### config.mk
export PLATFORM = sky130hd
export DESIGN_NAME = epool_ram
export DESIGN_NICKNAME = d
export VERILOG_FILES = /design/src/hdl/epool_ram.sv
export SDC_FILE = /design/constraint.sdc
export NUM_CORES = 1
export LEC_CHECK = 0
export ABC_CLOCK_PERIOD_IN_PS = 2320
export BUFFER_PORTS_ARGS = -buffer_cell sky130_fd_sc_hd__buf_4
export CORE_ASPECT_RATIO = 1.5
export CORE_MARGIN = 1
export CORE_UTILIZATION = 48
export DETAILED_ROUTE_END_ITERATION = 10
export SYNTH_ARGS = -nofsm -noshare
export SYNTH_HDL_FRONTEND = slang
export SYNTH_SLANG_ARGS = --single-unit
export TNS_END_PERCENT = 30
### constraint.sdc
create_clock -name clk -period 2.32 [get_ports clk]
set_input_delay 0.348 -clock clk [delete_from_list [all_inputs] [get_ports clk]]
set_output_delay 0.348 -clock clk [all_outputs]
set_load 0.02 [all_outputs]
### src/hdl/epool_ram.sv
// Generic simple dual-port RAM: one write port, one registered read port.
// No dependencies.
module epool_ram #(
  parameter int WIDTH = 8,
  parameter int DEPTH = 16,
  localparam int ADDR_W = (DEPTH > 1) ? $clog2(DEPTH) : 1
) (
  input  logic              clk,
  input  logic              we,
  input  logic [ADDR_W-1:0] waddr,
  input  logic [WIDTH-1:0]  wdata,
  input  logic              re,
  input  logic [ADDR_W-1:0] raddr,
  output logic [WIDTH-1:0]  rdata
);

  logic [WIDTH-1:0] mem [DEPTH];

  // write port
  always_ff @(posedge clk) begin
    if (we) begin
      mem[waddr] <= wdata;
    end
  end

  // read port, data held while re is low
  always_ff @(posedge clk) begin
    if (re) begin
      rdata <= mem[raddr];
    end
  end

endmodule

* Word level (Yosys, flattened, before mapping) *
Memories as Yosys holds them, arrays and structs flattened. A register that Yosys moved wholly into a read port is not among the register bits.
Cells that the tools add are included.
W data, S select, Z words.

operators by class
  $lt $le $gt $ge = 0
  reductions and logical operators = 0
  bitwise logic cells = 0
  multiplexer cells = 2
  divide/modulo/power cells = 0
  equal/unequal tests = 0
  $add $sub $neg = 0
  shift-type cells = 0
  multiply operators = 0

operator list
  cell     count
  $mux W1  2

word-level totals
  memory bits (writable) = 128
  ROM bits = 0
  flip-flop bits (word level) = 0
  output and inout port bits = 8
  bits in latches = 0
  memories = 1
  logic and storage cells = 3
  input bits = 19

memory list
  name  depth  bits a word  read ports  clocked after memory_dff  wr ports  line  text
  mem   16     8            1           1                         1         17    logic [WIDTH-1:0] mem [DEPTH];

* Longest topological paths before layout *
Gate-level depths: netlist (run 1).

  word-level depth = 2
  depth in mapped cells = 5
  gate-level depth less buffers = 3

* Worst setup path before layout (run 1) *
No wires, ideal clock.

  path kind = input to register
  start point = in waddr[2]
  end point = mem mem[0][0] (enable)
  slack = 0.479 ns
  stages = 2
  buffers on the path = 0
  arrival = 1.458 ns
  library setup time = 0.383 ns
  data required time = 1.937 ns
  path through = or3b_2 nor3_1

RTL lines
  element      line  text
  from (decl)  10    input logic [ADDR_W-1:0] waddr,
  to (decl)    17

No word-level cell before the write port.

==> results of run 1 <==
## metal layers
layer / GRT usage / routed length, um
met1: 0.230 / 3870
met5: 0 / 0
met4: 0.0752 / 162
met2: 0.350 / 5190
met3: 0.0487 / 504
## metrics by stage
step	instances	instance area (um2)	power, W
2_1_floorplan	229	5230	0.00299
3_3_place_gp	410	5700	0.00311
3_5_place_dp	410	5700	0.00312
4_1_cts	442	6290	0.00571
5_1_grt	442	6290	0.00583
6_report	442	6290	0.00568
## cells in the final DEF (no fill, tap or decap), drive strengths merged
cell type / instances
nor2: 13
clkinv: 5
nand3b: 2
and2b: 1
bufinv: 3
nor2b: 1
clkinvlp: 6
clkbuf: 18
nand2b: 2
buf: 47
edfxtp: 136
or3b: 1
nand2: 9
mux4: 32
nand3: 1
nor3: 4
a22oi: 16
and2: 1
## critical path, stage by stage
cell and delay, ps:
buf_4 240, buf_12 200, mux4_1 560, a22oi_1 250, nand2_1 70
## worst max path at each step
stage                                      to     start  depth (start not counted)
after floorplan           mem[0][0]$_DFFE_PP_  waddr[2]                          2
after detailed placement   rdata[5]$_DFFE_PP_  raddr[0]                          5
after global placement     rdata[5]$_DFFE_PP_  raddr[0]                          5
after CTS                  rdata[2]$_DFFE_PP_  raddr[0]                          5
final                      rdata[2]$_DFFE_PP_  raddr[0]                          5
after global routing       rdata[5]$_DFFE_PP_  raddr[0]                          5
## power groups by stage
stage          combinational (W)  clock (W)  sequential [W]
6_report                0.000279    0.00262         0.00278
4_1_cts                 0.000283    0.00265         0.00278
3_3_place_gp            0.000278          0         0.00283
5_1_grt                 0.000303    0.00274         0.00279
3_5_place_dp            0.000284          0         0.00283
2_1_floorplan           0.000140          0         0.00285
## sequential cells by signal (all words and copies together), names as in the netlist
register	count
mem	128
rdata	8
## area by class of cell
| class | count | area [um2] |
|---|---|---|
| clock buffer | 18 | 429 |
| fill | 801 | 4300 |
| timing repair buffer | 47 | 378 |
| tap | 144 | 180 |
| multi-input combinational | 83 | 1060 |
| clock inverter | 14 | 158 |
| sequential | 136 | 4080 |
## cells by family (layout without fill, tap and decap cells)
kind of cell,count (synthesis),after routing
compound gates,16,16
buf+inv,10,79
flops,136,136
mux,32,32
simple gates,35,35
==> results.yml, run 1 <==
hold_path:
  worstHoldStart: "re"
  hold_path_end: "rdata[7]$_DFFE_PP_"
  hp-class: "primary input to flop"
  holdPathStages: 1
cts:
  cts_tree: "yes"
  clock-sinks: 136
  clk_path_buf_depth: 2
  insertion_delay_ps: 410
  cts_root_buffer: "clkbuf_16"
  cts_hold_buffers: 0
  cts_setup_buffers: 0
  clk_pin_slew_ps: 50
  cts_resized: 0
  numCtsBuffers: 17
  htreeDepth: 4
die:
  std_cell_rows: 46
  start_util: 0.494
  io-pin-count: 27
  dieHeight_um: 130
  die_area_um2: 11300
  fp.coreArea_um2: 10600
  die_w_um: 87.2
worst_setup_path:
  cp_max_fo: 12
  cp-end-kind: "flop"
  crit_required_ps: 2480
  worstSetupPathType: "primary input to flop"
  r2r_end: "rdata[4]$_DFFE_PP_"
  r2r_slack_ps: 840
  reg2reg_from: "mem[3][4]$_DFFE_PP_"
  critPathLaunchType: "primary input"
  worst-r2r-cell-count: 3
  worstPathArrival_ps: 1680
placement:
  port_buffers: 26
  dp_hpwl_um: 6340
  dpl_worst_slack_ps: 349
  gp_congestion: 0.768
yosys:
  async_flop_share: 0
  synth_compound_area_frac: 0.0230
  synth_top_area_frac: 0.781
  synth.avg_cell_area_um2: 22.8
  synth_edf_count: 136
  yosysSeqAreaShare: 0.781
  ys_seq_elements: 136
  synth_top_family_by_area: "multiplexers"
  yosys_most_used_dff: "edfxtp_1"
  synthCells: 229
  synth-adder-area-share: 0
  synth_xor_area_frac: 0
  synth.distinct_cells: 18
  synth.most_common_cell: "edfxtp_1"
  synthTopCellsByCount: "edfxtp_1, mux4_2, a22oi_1"
  ys_warn_count: 0
  syn-cell-area_um2: 5230
  syn_nets: 248
  synthTopCellsByArea: "edfxtp_1, mux4_2, mux4_1"
  yosysTopAreaCell: "edfxtp_1"
  synth_simple_gate_area_frac: 0.0314
  muxShareOfSynthArea: 0.148
route:
  wire_per_inst_um: 22.0
  firstDrtPassIters: 5
  drtAntennaViolNets: 0
  drt_iter0_drc: 171
  vias: 2446
  viasPerCell: 5.53
  wl_um: 9730
  drc_errors: 0
power_and_ir_drop:
  switchingPower_w: 0.00112
  p_leak_nw: 2.12
  seq_power_share: 0.490
  netSwitchingFraction: 0.197
  clockPowerShare: 0.461
  comb_power_share: 0.049
  p_per_area_nw_per_um2: 904
  intPower_w: 0.00457
  irDropWorstVdd_v: 0.000569
finish:
  nNetsFinal: 304
  final_util: 0.594
  drive_above_1_share: 0.319
  diodes: 0
  area_growth_pct: 20.2
sta:
  max_clock_freq_ghz: 0.656
  drv_slew: 0
  finClkSkew_ps: 5.62
  fin_setup_tns_ps: 0
  hold_slack_ps: 233
  fin_ws_ps: 795
  worst_pin_slew_ps: 812
  rsz0062_at_grt: "false"
  setup_viol: 0
  period_minus_slack_ps: 1530
  hold_viol_final: 0
  slew_headroom: 0.457
  fin_crit_sh: 0.657
global_routing:
  grt_start_max_net_pins: 33
  grt_pass1_vias: 2635
  grt_usage: 0.197
  grt_pass1_wl_um: 15000
  overflow: 0
  grt_antenna_before_repair: 0
job:
  max_cap_violations: 0
status:
  status: "completed"
No activity file was read; power rests on OpenSTA's default activity.
==> run 2: changes to the inputs <==
- ABC_CLOCK_PERIOD_IN_PS: 2320 -> 1300
- PLACE_DENSITY: default -> 0.67
- clock period: 2.32 -> 1.3 ns (I/O delays scaled with it)
==> run 2 against run 1 <==
  * The run now ends with negative setup slack left
  * Largest power group is now clock
  * Highest routed layer unchanged
  * Combinational power grew 100%
  * Flip-flop and latch count unchanged
  * Total power grew 86%
  * Clock power is 93% higher
  * Final area rose by 2.9%
  * First-iteration DRC count rose by 14%
  * Non-clock buffer count grew 11
  * Worst setup slack got worse by 890 ps
  * Largest cell class unchanged
==> results.yml, run 2 (synthesis gave the netlist of run 1 again) <==
status:
  status: "complete, but fails checks"
  violations: "negative setup slack"
route:
  firstDrtPassIters: 4
  vias: 2433
  viasPerCell: 5.37
  wl_um: 9620
  wire_per_inst_um: 21.2
  drc_errors: 0
  drtAntennaViolNets: 0
  drt_iter0_drc: 195
die:
  io-pin-count: 27
  std_cell_rows: 46
  fp.coreArea_um2: 10600
  die_w_um: 87.2
  start_util: 0.494
  die_area_um2: 11300
  dieHeight_um: 130
sta:
  drv_slew: 0
  finClkSkew_ps: 6.07
  fin_crit_sh: 1.07
  rsz0062_at_grt: "true"
  setup_viol: 8
  slew_headroom: 0.356
  hold_viol_final: 0
  period_minus_slack_ps: 1390
  hold_slack_ps: 93.1
  fin_ws_ps: -94.2
  max_clock_freq_ghz: 0.717
  worst_pin_slew_ps: 963
global_routing:
  grt_start_max_net_pins: 17
  grt_pass1_vias: 2574
  grt_pass1_wl_um: 15100
  overflow: 0
  grt_usage: 0.196
  grt_antenna_before_repair: 0
placement:
  dp_hpwl_um: 6690
  gp_congestion: 0.783
  port_buffers: 26
power_and_ir_drop:
  intPower_w: 0.00859
  netSwitchingFraction: 0.189
  comb_power_share: 0.053
  switchingPower_w: 0.00200
  p_per_area_nw_per_um2: 1640
  irDropWorstVdd_v: 0.000899
  seq_power_share: 0.469
  p_leak_nw: 2.17
  clockPowerShare: 0.478
worst_setup_path:
  cp_max_fo: 1
  r2r_end: "rdata[4]$_DFFE_PP_"
  crit_required_ps: 1450
  worst-r2r-cell-count: 3
  r2r_slack_ps: -90
  cp-end-kind: "flop"
  critPathLaunchType: "flop"
  worstPathArrival_ps: 1540
  reg2reg_from: "mem[0][4]$_DFFE_PP_"
  worstSetupPathType: "flop to flop"
cts:
  clock-sinks: 136
  numCtsBuffers: 17
  clk_pin_slew_ps: 60
  insertion_delay_ps: 410
  htreeDepth: 4
  cts_tree: "yes"
  cts_root_buffer: "clkbuf_16"
  cts_hold_buffers: 0
  clk_path_buf_depth: 2
finish:
  layout_common_cells: "edfxtp_1, buf_4, mux4_2"
  drive_above_1_share: 0.427
  area_growth_pct: 23.7
  final_common_cell: "edfxtp_1"
  largest-register: "mem"
  largest_register_ff_count: 128
  reg.largest.list: "mem x128, rdata x8"
  nNetsFinal: 315
  final_util: 0.611
  diodes: 0
job:
  max_cap_violations: 0
hold_path:
  hold_path_end: "mem[5][4]$_DFFE_PP_"
  hp-class: "primary input to flop"
  worstHoldStart: "wdata[4]"
  holdPathStages: 1
## run 2: cell types whose count changed in the layout (fill, tap and decap cells not counted), moves of 4 or more
cell        change
clkinvlp_4      -4
mux4_1         -14
buf_4           +8
mux4_2         +14
a22oi_2         +9
a22oi_1         -9
## run 2: through the flow
stage / cells / power [W] / TNS, ps / area (um2) / setup slack [ps]
after CTS: 453 / 0.0107 / -649 / 6460 / -96.6
after floorplan: 229 / 0.00535 / -2220 / 5230 / -95.4
after global routing: 453 / 0.0109 / -975 / 6470 / -155
after global placement: 421 / 0.00559 / -6420 / 5790 / -379
final: 453 / 0.0106 / -623 / 6470 / -94.2
after detailed placement: 421 / 0.00561 / -7570 / 5790 / -393
## run 2: how the worst max path moves through the flow
stage	startpoint	endpoint	depth (start not counted)
after floorplan	raddr[0]	rdata[1]$_DFFE_PP_	5
after global placement	raddr[0]	rdata[7]$_DFFE_PP_	5
after detailed placement	raddr[0]	rdata[4]$_DFFE_PP_	5
after CTS	mem[1][7]$_DFFE_PP_	rdata[7]$_DFFE_PP_	3
after global routing	mem[2][2]$_DFFE_PP_	rdata[2]$_DFFE_PP_	3
final	mem[0][4]$_DFFE_PP_	rdata[4]$_DFFE_PP_	3
## run 2: layer usage
metal  track usage  share of wire  vias to the layer above
li1              -              -                     1102
met1         0.240           0.40                     1233
met2         0.329           0.54                       89
met3        0.0500          0.042                        9
met4        0.0878          0.013                        0
met5             0              0                        -
## run 2: worst max-delay path, stage by stage, from the launching register on
cell	delay, ps
edfxtp_1	390
mux4_2	470
a22oi_2	180
nand2_1	90
## run 2: power groups by stage
| stage | sequential [W] | combinational (W) | clock [W] |
|---|---|---|---|
| 3_5_place_dp | 0.00506 | 0.000548 | 0 |
| 5_1_grt | 0.00498 | 0.000605 | 0.00528 |
| 4_1_cts | 0.00497 | 0.000566 | 0.00513 |
| 3_3_place_gp | 0.00506 | 0.000535 | 0 |
| 6_report | 0.00497 | 0.000560 | 0.00506 |
| 2_1_floorplan | 0.00508 | 0.000275 | 0 |
## run 2: repair_timing
action	4_1_cts	5_1_grt
setup endpoints to repair	8	8
endpoints found under the hold margin	0	0
pin swaps	8	1
resized for setup	8	2
buffers inserted	0	0
## run 2: final cells by class
class                   count  area [um2]
repair buffers             58         498
fillers                   778        4120
clock buffers              18         429
flip-flops and latches    136        4080
clock inverters            14         204
well taps                 144         180
multi-input cells          83        1070
