==> src/hdl/epool_pkg.sv <==
// Types, codes and sizing constants for the dense entity pool.
// No dependencies; design files use it by scoped names, the testbench imports it.
package epool_pkg;

  // Pool sizing
  localparam int CAPACITY = 256;
  localparam int AW = (CAPACITY > 1) ? $clog2(CAPACITY) : 1;
  localparam int CW = $clog2(CAPACITY + 1);
  localparam int SLOT_W = 8;
  localparam int XW = (CW > SLOT_W) ? CW : SLOT_W;

  typedef enum logic [1:0] {
    MODE_SPAWN = 2'd0,
    MODE_KILL  = 2'd1,
    MODE_TICK  = 2'd2,
    MODE_READ  = 2'd3
  } mode_t;

  typedef enum logic [1:0] {
    ST_OK       = 2'd0,
    ST_FULL     = 2'd1,
    ST_NOT_LIVE = 2'd2
  } status_t;

  // Command word
  typedef struct packed {
    mode_t              mode;
    logic signed [31:0] pos_x;
    logic signed [31:0] pos_y;
    logic signed [31:0] vel_x;
    logic signed [31:0] vel_y;
    logic signed [15:0] health;
    logic [7:0]         kind;
    logic [7:0]         slot;
  } cmd_t;

  // Result word
  typedef struct packed {
    status_t            status;
    logic [7:0]         slot_index;
    logic signed [31:0] out_pos_x;
    logic signed [31:0] out_pos_y;
    logic signed [31:0] out_vel_x;
    logic signed [31:0] out_vel_y;
    logic signed [15:0] out_health;
    logic [7:0]         out_kind;
    logic [8:0]         live_count;
  } res_t;

  // One stored entity record
  typedef struct packed {
    logic signed [31:0] pos_x;
    logic signed [31:0] pos_y;
    logic signed [31:0] vel_x;
    logic signed [31:0] vel_y;
    logic signed [15:0] health;
    logic [7:0]         kind;
  } rec_t;

  localparam int REC_W = $bits(rec_t);

  // Source of the record written back to the store
  typedef enum logic [1:0] {
    WSRC_CMD  = 2'd0,
    WSRC_MOVE = 2'd1,
    WSRC_TICK = 2'd2
  } wsrc_t;

  typedef enum logic [2:0] {
    S_IDLE      = 3'd0,
    S_EXEC      = 3'd1,
    S_KILL_MOVE = 3'd2,
    S_READ_OUT  = 3'd3,
    S_TICK_X    = 3'd4,
    S_TICK_Y    = 3'd5
  } state_t;

  // Sequencer to datapath controls
  typedef struct packed {
    wsrc_t           wsrc;
    logic            add_y;
    logic            xs_load;
    logic            res_load;
    status_t         res_status;
    logic [7:0]      res_slot;
    logic            res_rec;
    logic [CW-1:0]   res_count;
  } ctl_t;

  // Record store port controls
  typedef struct packed {
    logic          we;
    logic [AW-1:0] waddr;
    logic          re;
    logic [AW-1:0] raddr;
  } ram_ctl_t;

endpackage

==> src/hdl/epool_dp.sv <==
// Datapath of the entity pool: shared 32-bit adder, write-back mux, result register.
// Depends on epool_pkg.
module epool_dp (
  input  logic              clk,
  input  logic              rst,
  input  epool_pkg::ctl_t   ctl,
  input  epool_pkg::cmd_t   cmd_q,
  input  epool_pkg::rec_t   rd_rec,
  output epool_pkg::rec_t   wr_rec,
  output logic              done,
  output epool_pkg::res_t   result
);

  logic signed [31:0] add_a, add_b, sum;
  logic signed [31:0] xs;

  // shared adder: x lane then y lane, wraps in two's complement
  assign add_a = ctl.add_y ? rd_rec.pos_y : rd_rec.pos_x;
  assign add_b = ctl.add_y ? rd_rec.vel_y : rd_rec.vel_x;
  assign sum   = add_a + add_b;

  // new x held until the y lane is done
  always_ff @(posedge clk) begin
    if (ctl.xs_load) begin
      xs <= sum;
    end
  end

  // record written back to the store
  always_comb begin
    case (ctl.wsrc)
      epool_pkg::WSRC_CMD: begin
        wr_rec.pos_x  = cmd_q.pos_x;
        wr_rec.pos_y  = cmd_q.pos_y;
        wr_rec.vel_x  = cmd_q.vel_x;
        wr_rec.vel_y  = cmd_q.vel_y;
        wr_rec.health = cmd_q.health;
        wr_rec.kind   = cmd_q.kind;
      end
      epool_pkg::WSRC_TICK: begin
        wr_rec       = rd_rec;
        wr_rec.pos_x = xs;
        wr_rec.pos_y = sum;
      end
      default: wr_rec = rd_rec;
    endcase
  end

  // result strobe
  always_ff @(posedge clk) begin
    if (rst) begin
      done <= 1'b0;
    end else begin
      done <= ctl.res_load;
    end
  end

  // result word
  always_ff @(posedge clk) begin
    if (ctl.res_load) begin
      result.status     <= ctl.res_status;
      result.slot_index <= ctl.res_slot;
      result.out_pos_x  <= ctl.res_rec ? rd_rec.pos_x : '0;
      result.out_pos_y  <= ctl.res_rec ? rd_rec.pos_y : '0;
      result.out_vel_x  <= ctl.res_rec ? rd_rec.vel_x : '0;
      result.out_vel_y  <= ctl.res_rec ? rd_rec.vel_y : '0;
      result.out_health <= ctl.res_rec ? rd_rec.health : '0;
      result.out_kind   <= ctl.res_rec ? rd_rec.kind : '0;
      result.live_count <= 9'(ctl.res_count);
    end
  end

endmodule

==> config.mk <==
export PLATFORM = sky130hd
export DESIGN_NAME = epool_dp
export DESIGN_NICKNAME = d
export VERILOG_FILES = /design/src/hdl/epool_pkg.sv /design/src/hdl/epool_dp.sv
export SDC_FILE = /design/constraint.sdc
export NUM_CORES = 1
export LEC_CHECK = 0
export BUFFER_PORTS_ARGS = -buffer_cell sky130_fd_sc_hd__buf_2
export CORE_AREA = 2 2 257 259
export CTS_BUF_LIST = sky130_fd_sc_hd__clkbuf_8
export CTS_CLUSTER_SIZE = 24
export DETAILED_ROUTE_END_ITERATION = 10
export DIE_AREA = 0 0 259 261
export SYNTH_ARGS = -nofsm -noshare
export SYNTH_HDL_FRONTEND = slang
export SYNTH_SLANG_ARGS = --single-unit
==> constraint.sdc <==
create_clock -name clk -period 8.8 [get_ports clk]
set_input_delay 2.2 -clock clk [delete_from_list [all_inputs] [get_ports clk]]
set_output_delay 2.2 -clock clk [all_outputs]
set_load 0.02 [all_outputs]
**After elaboration in Yosys (flattened, before gate mapping)**

Index checks and enable logic that the tools add are counted.

- Input port bits: 341
- Register bits after elaboration: 204

- Equality and inequality tests: 1
- Multiplexer cells: 3
- $add $sub $neg: 1
- Reduce and logical (&&, ||, !) cells: 1

Operators with widths:

| kind | count |
|---|---|
| case mux 152 bit (2 select lines) | 1 |
| two-way mux 32 bit | 2 |
| adder 32 bit | 1 |
| == test 2 bit (second input constant) | 1 |
| logical NOT 2 bit | 1 |

**Depth between registers and ports, before layout**

Gate-level depths: netlist of the first run.

- Depth in word-level cells: 3
- Mapped depth: 13
- Depth with buffers taken out: 11

**Worst setup path after synthesis of the first run**

No wires, ideal clock.

- Kind: input -> output
- Start point: input port ctl[22] (netlist name)
- End point: output port wr_rec[108] (netlist name)
- Slack: 1.428 ns
- Stages: 12
- Data arrival time: 5.172 ns
- Buffers on the path: 2
- Cell sequence: clkbuf_1 clkbuf_1 mux2_2 fa_1 a211oi_1 o21ai_1 nand4_1 nand3b_1 a21oi_1 xnor2_1 mux2i_1 o21ai_1

RTL lines:

| what | RTL line | RTL |
|---|---|---|
| from (decl) | epool_dp.sv:6 | `input epool_pkg::ctl_t ctl,` |
| to (decl) | epool_dp.sv:9 | `output epool_pkg::rec_t wr_rec,` |

==> results of run 1 <==
## kinds of logic (layout without fill, tap and decap cells)
logic type	after synthesis	after routing	synth area share [%]
AOI/OAI and AO/OA	174	174	9.13
xor gates and xnor gates	32	32	2.42
adders and majority gates	32	32	3.43
buffers and inverters	65	744	2.46
DFF	204	204	51.4
muxes	195	195	18.0
other	0	7	0
and+or+nand+nor	288	288	13.1
## layout make-up
cell class	instances	share of cell area (%)
Sequential cell	204	36.1
Multi-Input combinational cell	721	32.4
Timing Repair Buffer	665	20.1
Tap cell	864	6.38
Clock buffer	41	3.33
Clock inverter	31	1.42
Inverter	7	0.155
Antenna cell	7	0.103
## cells in the mapped netlist (all sizes together), types with 3 or more instances
cell       n
a22o       8
a2bb2oi    4
and3       3
nand4      8
o211ai     3
xnor2     18
and2     153
o21ai     62
nor2      17
o22ai      4
xor2      14
or3        3
a211oi     3
inv        6
ha        31
clkbuf    52
nand2b     5
nand2     85
a22oi      3
mux2     150
mux2i     45
a31oi      6
a21o      18
nor3       3
buf        6
nand3      3
nor2b      4
o21a       4
edfxtp   203
a21oi     41
## per-layer routing
| metal | part of all wire (%) | GRT usage [%] | wire length, um | vias to the layer above |
|---|---|---|---|---|
| li1 | - | - | - | 4976 |
| met1 | 43 | 19.9 | 24200 | 5299 |
| met2 | 49 | 26.3 | 27300 | 538 |
| met3 | 6.5 | 2.97 | 3670 | 55 |
| met4 | 1.8 | 4.27 | 992 | 4 |
| met5 | 0.048 | 0 | 27 | - |
## stage by stage
step / hold slack [ps] / std cells / util [%]
floorplan: 2270 / 990 / -
global placement: 2360 / 2461 / 24.8
detailed placement: 2360 / 2461 / 24.8
CTS: 1690 / 2533 / 26.0
global route: 1710 / 2536 / 26.0
finish: 1760 / 2540 / 26.0
## flip-flops by register name (all words and copies together), names as in the netlist
name    flops
result    171
xs         32
done        1
## critical path: stages
cell and delay, ps:
buf_4 200, buf_4 420, mux2_2 440, ha_1 430, nand2_4 100, o21ai_0 470
nor3_1 130, a21oi_1 450, a21oi_1 190, xnor2_1 290, a31o_2 220, buf_2 170
## power groups by stage
stage / registers, uW / clock network (uW) / logic (uW)
floorplan: 1320 / 0 / 438
global placement: 1240 / 0 / 923
detailed placement: 1240 / 0 / 927
CTS: 1230 / 1050 / 932
global route: 1230 / 1080 / 988
finish: 1220 / 1010 / 926
## worst min path at each step
stage | from | slack (ps) | cells after the start | end
6_report | rst | 1760 | 2 | done
5_1_grt | rst | 1710 | 2 | done
4_1_cts | rst | 1690 | 2 | done
3_5_place_dp | rst | 2360 | 2 | done
3_3_place_gp | rst | 2360 | 2 | done
2_1_floorplan | rst | 2270 | 1 | done
## cell usage in the layout (no fill, tap or decap), drive strengths merged, types with 3 or more instances in the layout
| master | count |
|---|---|
| nand4 | 8 |
| a22o | 8 |
| a21oi | 41 |
| or3 | 3 |
| o211ai | 3 |
| and2 | 153 |
| xnor2 | 18 |
| xor2 | 14 |
| mux2i | 45 |
| o22ai | 4 |
| a22oi | 3 |
| inv | 17 |
| ha | 31 |
| nand3 | 3 |
| buf | 664 |
| mux2 | 150 |
| nor2b | 4 |
| a21o | 18 |
| diode | 7 |
| and3 | 3 |
| nand2 | 85 |
| a211oi | 3 |
| a2bb2oi | 4 |
| o21a | 4 |
| nor2 | 17 |
| nand2b | 5 |
| a31oi | 6 |
| edfxtp | 203 |
| bufinv | 4 |
| clkinv | 15 |
| clkbuf | 42 |
| nor3 | 3 |
| o21ai | 62 |
==> impl_results.md, run 1 <==
* Ratio of routed vias to standard cells at 4.28
* CP Class: input pin to output port
* WP data required at 6600 ps
* P&R area growth vs syn at 42.4%
* Total power at 3160 uW
* Final nets at 2013
* Syn nets at 1363
* Mean post-synth cell area at 12.0 um^2
* Worst min path class: input pin to register
* H-tree depth at 2
* Fmax at 126 MHz
* Final setup viols at 0
* # Max-Cap Violations at 0
* Vias after detailed routing at 10.9k
* Synthesis-stage register bit count at 204
* Num CTS Buffers at 41
* Multi-input gate area at 5490 um^2
* Yosys warns at 0
* Final instance area at 16900 um^2
* Core area at 65000 um^2
* CP Launch Point: ctl[22]
* Number of synthesized flops with an enable pin at 203
* First drt pass iteration count at 4
* Gr usage total at 15.4%
* Critical Path Source Type: input pin
* Port Buffers at 654
* Final GP Congestion at 0.910
* Storage cell area at 6120 um^2
* Area of the die at 67600 um^2
* Dpl ws at 873 ps
* Worst setup endpoint: wr_rec[115]
* Switching pwr at 1080 uW
* Tcrit/Tclk final at 90.4%
* Fill count at 6921
* First-pass GRT wire length at 75.2 mm
* Sequential power share at 38.8%
* Placed cell area at 16100 um^2
* CTS tree: done
* I/O pins at 665
* Pin count of the biggest net entering global routing at 115
* Synth Instances at 990
* Slew HR at 26.5%
* LEAKAGE at 0.00740 uW
* Die Width at 259 um
* Post-route minimum period at 7950 ps
* Max Root-Sink Buffers at 3
* Clock power share at 31.9%
* Setup TNS at 0 ps
* Critical path capture point type: output port
* Worst Path Arrival at 5750 ps
* Combinational Power Share at 29.4%
* Slew @ Worst Pin at 1100 ps
* Status: completed
* Row Count at 94
* Crit-path max FO at 28
* Dominant cells by area after synthesis: edfxtp_1 51%, mux2_2 14%, and2_1 8.0%, mux2i_1 3.8%, ha_1 3.3%
* DRT antenna net count at 0
* Initial Utilization at 18.3%
* Clk pin slew, worst setup/hold paths at 60 ps
* Num Clock Sinks at 204
* Avg WL per Cell at 22.1 um
* Post-CTS setup buffers at 0
* Yosys top cell by area: edfxtp_1
* Sw Ratio at 34.2%
* Cts hold-fix bufs at 0
* Peak VDD IR at 74.6 uV
* PnR worst setup slack at 846 ps
* Post-CTS Resized at 0
* Post-synthesis sequential area ratio at 51.4%
* PwrDens at 186 nW/um^2
* Initial antenna violation count at 7
* Iter 0 DRT Violations at 798
* Detailed Place HPWL at 44.5 mm
* Final hold vios at 0
* Final slew viol count at 0
* Post-Synthesis Cell Area at 11900 um^2
* Total grt overflow at 0
* Share of the synthesized area in the top cell type at 51.3%
* Clock tree root driver cell: clkbuf_8
* Async SR Flop Fraction at 0%
* Final Routed Wirelength at 56.2 mm
* Number of remaining DRC errors at 0
* Vias in the first global route at 10.9k
* Die height at 261 um
* Synth cell types at 64
* Top FF cell, synth: edfxtp_1
* RSZ-0062 raised after global routing: false
* Share of layout cells above drive strength 1 at 52.8%
* Pint at 2070 uW
(Power assumes the default switching activity.)
==> inputs of run 2 (changes only) <==
- ABC_AREA: default -> 1
- CORE_AREA: 2 2 257 259 -> 2 2 258 260
- DIE_AREA: 0 0 259 261 -> 0 0 260 262
==> run 2 against run 1 <==
Final cell count up 28%. Die area up 0.77%. Via count up 21%. Non-clock buffer count down 2. Final area up 4.9%. Worst hold slack about the same. Largest power group unchanged. Highest routed layer unchanged.
==> impl_results.md, run 2 <==
* Area of the die at 68100 um^2
* DRT antenna net count at 0
* Die Width at 260 um
* Biggest regs: result: 171 flops, xs: 32 flops, done: 1 flops
* Top FF cell, synth: edfxtp_1
* Post-synth top cells: 772 x nand2_1, 341 x inv_1, 203 x edfxtp_1, 96 x o21ai_0, 51 x nand3_1
* Max reg flops at 171
* WP data required at 6600 ps
* Detailed Place HPWL at 44.3 mm
* Fill count at 7267
* Async SR Flop Fraction at 0%
* Worst min path class: input pin to register
* Dominant cells by area after synthesis: edfxtp_1 48%, nand2_1 23%, inv_1 10%, o21ai_0 3.8%, ha_1 3.0%
* Post-Synthesis Cell Area at 12800 um^2
* Ratio of routed vias to standard cells at 4.04
* Dpl ws at 1370 ps
* Clk pin slew, worst setup/hold paths at 60 ps
* Status: completed
* Final setup viols at 0
* Critical path, cell by cell: buf_4 > o21ai_0 > ha_1 > fa_1 > nand3_1 > nand3_1 > nand3_1 > nand3_1 > nand2_1 > nand2_1 > nand2_1 > nand3_1 > nand2_1 > buf_2
* Share of layout cells above drive strength 1 at 31.0%
* Tcrit/Tclk final at 84.5%
* Cts hold-fix bufs at 0
* Vias after detailed routing at 13.2k
* Hold path depth at 2
* Initial antenna violation count at 10
* Die height at 262 um
* Vias in the first global route at 12.0k
* Fmax at 135 MHz
* Max Root-Sink Buffers at 3
* RSZ-0062 raised after global routing: false
* Total grt overflow at 0
* Crit-path max FO at 49
* Peak VDD IR at 82.4 uV
* Sequential power share at 38.8%
* Iter 0 DRT Violations at 907
* Most frequent cell after synthesis: nand2_1
* Synthesis-stage register bit count at 204
* Pint at 2000 uW
* Critical path capture point type: output port
* Synth Instances at 1724
* First-pass GRT wire length at 77.4 mm
* Post-CTS setup buffers at 0
* Combinational Power Share at 29.2%
* Top reg by flops: result
* First drt pass iteration count at 5
* Final Routed Wirelength at 57.0 mm
* CP Class: input pin to output port
* Row Count at 94
* Num CTS Buffers at 43
* Synth cell types at 31
* Gr usage total at 15.6%
* LEAKAGE at 0.00995 uW
* Yosys warns at 0
* Sw Ratio at 35.7%
* Initial Utilization at 19.6%
* Slew @ Worst Pin at 1080 ps
* Crit-path most repeated cell: nand3_1
* CTS tree: done
* Critical Path Source Type: input pin
* Pin count of the biggest net entering global routing at 185
* Yosys top cell by area: edfxtp_1
* Clock power share at 32.0%
* Share of the synthesized area in the top cell type at 47.7%
* Clock tree root driver cell: clkbuf_8
* Max stage delay on crit path at 530 ps
* P&R area growth vs syn at 39.2%
* PwrDens at 175 nW/um^2
* Most common cell after layout, fill and taps aside: nand2_1
* Number of remaining DRC errors at 0
* Post-synthesis sequential area ratio at 47.9%
* Num Clock Sinks at 204
* Syn nets at 2097
* Number of synthesized flops with an enable pin at 203
* Final hold vios at 0
* I/O pins at 665
* Post-CTS Resized at 0
* Final nets at 2735
* Final GP Congestion at 0.886
* Avg WL per Cell at 17.5 um
* Setup TNS at 0 ps
* Final slew viol count at 0
* PnR worst setup slack at 1370 ps
* Slew HR at 27.9%
* Post-route minimum period at 7430 ps
* Port Buffers at 654
* Mean post-synth cell area at 7.41 um^2
* Most frequent cells in the layout: 772 x nand2_1, 651 x buf_2, 354 x inv_1
* CP max-delay cell: fa_1
* H-tree depth at 2
* Worst Path Arrival at 5230 ps
* Switching pwr at 1110 uW
* Core area at 65300 um^2
* # Max-Cap Violations at 0
==> run 2: cell types whose count changed in the layout (fill, tap and decap cells not counted), moves of 18 or more <==
cell	delta
a21oi_1	-23
a22oi_1	+18
and2_1	-137
inv_1	+338
mux2_2	-150
mux2i_1	-45
nand2_1	+689
nand3_1	+48
nor2_1	+20
o211ai_1	+29
o21ai_0	+41
==> run 2: final timing paths <==
check	slack, ps	from	endpoint
hold / removal	1760	rst	done
setup / recovery	1370	ctl[22]	wr_rec[116]
==> run 2: cell type report <==
class / count / area (um^2) / area share (%)
inverters: 342 / 1280 / 7.22
clock inverters: 30 / 186 / 1.05
multi-input cells: 1108 / 5090 / 28.6
clock buffers: 45 / 619 / 3.48
flip-flops and latches: 204 / 6120 / 34.4
repair buffers: 663 / 3400 / 19.1
diodes: 3 / 7.51 / 0.0422
well taps: 864 / 1080 / 6.08
==> run 2: layer usage <==
metal  global-route usage, %  vias up  routed length, um
li1                        -     6606                  -
met1                    19.3     6021              23800
met2                    27.0      454              27900
met3                    3.54       76               3960
met4                    4.20        8               1210
met5                       0        -                 44
==> run 2: power groups by stage <==
stage	registers, uW	logic, uW	clock network, uW
floorplan	1310	429	0
global placement	1220	919	0
detailed placement	1220	922	0
CTS	1210	926	1040
global route	1210	1000	1080
finish	1210	909	995
==> run 2: per-stage QoR <==
step	power, uW	hold WS (ps)	util [%]	cells	cell area [um^2]
final	3110	1760	27.2	3259	17800
after global routing	3290	1710	27.2	3259	17800
after CTS	3170	1700	27.2	3256	17800
after detailed placement	2150	2370	26.0	3181	17000
after global placement	2140	2360	26.0	3181	17000
after floorplan	1740	2270	-	1724	12800
==> run 2: logic make-up (layout without fill, tap and decap cells) <==
logic type      count (synthesis)  count (layout)  share of synthesized area [%]
simple gates                  891             891                           27.5
buf+inv                       412            1080                           12.4
flops                         204             204                           47.9
compound gates                169             169                           7.70
fa+ha+maj                      32              32                           3.19
xor+xnor                       16              16                           1.33
other cells                     0               3                              0
==> run 2: critical path: cells and delay by family <==
family | cells | cell delay (ps)
adder cells (fa/ha/maj) | 2 | 880
buffers and inverters | 2 | 580
AND/OR/NAND/NOR | 9 | 1350
AO/OA/AOI/OAI | 1 | 210
==> inputs of run 3 (changes only) <==
- CORE_AREA: 2 2 258 260 -> 2 2 257 259
- DIE_AREA: 0 0 260 262 -> 0 0 259 261
- clock period: 8.8 -> 6 ns (I/O delays scaled with it)
==> run 3 against run 2 <==
Die area fell by 0.76%. Setup slack lost 1000 ps. Worst hold slack worse by 700 ps. Count of clock-buffer cells in the layout shrank 3. Largest power group unchanged.
==> impl_results.md, run 3 (synthesis gave the netlist of run 2 again) <==
* First-pass GRT wire length at 79.2 mm
* LEAKAGE at 0.0100 uW
* Worst min path class: input pin to register
* Row Count at 94
* P&R area growth vs syn at 40.1%
* Final setup viols at 0
* Most common cell after layout, fill and taps aside: nand2_1
* Ratio of routed vias to standard cells at 4.05
* Initial Utilization at 19.6%
* PwrDens at 252 nW/um^2
* Hold path endpoint: done
* Final nets at 2753
* Gr usage total at 15.9%
* Setup TNS at 0 ps
* Number of remaining DRC errors at 0
* Total grt overflow at 0
* Num Clock Sinks at 204
* WP data required at 4500 ps
* Final GP Congestion at 0.862
* Die Width at 259 um
* Share of layout cells above drive strength 1 at 31.3%
* Worst Path Arrival at 4180 ps
* Slew @ Worst Pin at 993 ps
* Worst hold start: rst
* Avg WL per Cell at 17.4 um
* Iter 0 DRT Violations at 947
* Die height at 261 um
* DRT antenna net count at 0
* Post-CTS setup buffers at 0
* Max reg flops at 171
* Num CTS Buffers at 42
* Status: completed
* Clock tree root driver cell: clkbuf_8
* Placed Cells at 3200
* Final hold vios at 0
* Non-Filler Instances at 3274
* Critical Path Source Type: input pin
* Vias after detailed routing at 13.3k
* Crit-path max FO at 59
* CTS tree: done
* Final slew viol count at 0
* Tcrit/Tclk final at 94.7%
* Hold path depth at 2
* Top reg by flops: result
* Fmax at 176 MHz
* Pin count of the biggest net entering global routing at 95
* Core area at 65000 um^2
* Area of the die at 67600 um^2
* RSZ-0062 raised after global routing: false
* Clk pin slew, worst setup/hold paths at 50 ps
* Vias in the first global route at 12.4k
* Peak VDD IR at 100 uV
* Biggest regs: result: 171 flops, xs: 32 flops, done: 1 flops
* CP Class: input pin to output port
* Critical path capture point type: output port
* Cts hold-fix bufs at 0
* Detailed Place HPWL at 45.2 mm
* Initial antenna violation count at 11
* H-tree depth at 2
* Port Buffers at 654
* Post-route minimum period at 5680 ps
* # Max-Cap Violations at 0
* First drt pass iteration count at 5
* Most frequent cells in the layout: 772 x nand2_1, 651 x buf_2, 351 x inv_1
* Final Routed Wirelength at 57.0 mm
* Max Root-Sink Buffers at 3
* Post-CTS Resized at 0
* Slew HR at 33.7%
* I/O pins at 665
## run 3: cell count changes in the layout (fill, tap and decap cells not counted), sizes merged
cell,delta
buf,+19
clkbuf,-3
inv,-3
clkinvlp,+1
diode,+1
## run 3: area by class of cell
cell class	instances	area, um^2
Multi-Input combinational cell	1108	5090
Antenna cell	4	10.0
Tap cell	864	1080
Fill cell	7153	47100
Clock buffer	42	578
Sequential cell	204	6120
Clock inverter	28	176
Timing Repair Buffer	682	3560
Inverter	342	1280
## run 3: per-stage QoR
step / power [uW] / util (%) / hold slack (ps) / instance area [um^2] / setup slack (ps)
2_1_floorplan: 2550 / - / 1570 / 12800 / 966
3_5_place_dp: 3160 / 26.3 / 1660 / 17100 / 324
3_3_place_gp: 3150 / 26.3 / 1660 / 17100 / 332
4_1_cts: 4600 / 27.5 / 998 / 17900 / 309
5_1_grt: 4790 / 27.5 / 1020 / 17900 / 121
6_report: 4520 / 27.5 / 1060 / 17900 / 321
## run 3: worst max-delay path by stage
stage / from / endpoint / slack (ps) / depth (start not counted)
floorplan: ctl[22] / wr_rec[104] / 970 / 15
global placement: ctl[22] / wr_rec[118] / 330 / 16
detailed placement: ctl[22] / wr_rec[118] / 320 / 16
CTS: ctl[22] / wr_rec[118] / 310 / 16
global route: ctl[22] / wr_rec[115] / 120 / 18
finish: ctl[22] / wr_rec[116] / 320 / 17
## run 3: worst max-delay path: stages
cell     delay, ps
buf_4          180
buf_12         240
buf_4          210
o21ai_0        120
ha_1           350
nand2_1        170
inv_1           70
nand2_1         70
nand2_1         50
nand2_1         50
nand3_1        300
nand2_1        250
nand2_1         70
nand2_1         80
nand3_1        160
nand2_1        100
buf_2          160
## run 3: report_power, final
| part | total, uW | switching, uW | leakage [uW] | internal [uW] |
|---|---|---|---|---|
| combinational | 1340 | 917 | 0.00762 | 425 |
| sequential | 1770 | 32.0 | 0.00197 | 1740 |
| clock | 1410 | 673 | 0.000420 | 733 |
| total | 4520 | 1620 | 0.0100 | 2890 |
## run 3: routing by layer
metal / share of wire, % / wire, um / track usage, % / up-vias
met3: 6.3 / 3570 / 3.32 / 82
met5: 0.061 / 35 / 0 / -
met1: 43 / 24400 / 20.0 / 6061
li1: - / - / - / 6635
met4: 2.2 / 1260 / 4.43 / 6
met2: 49 / 27800 / 27.5 / 475
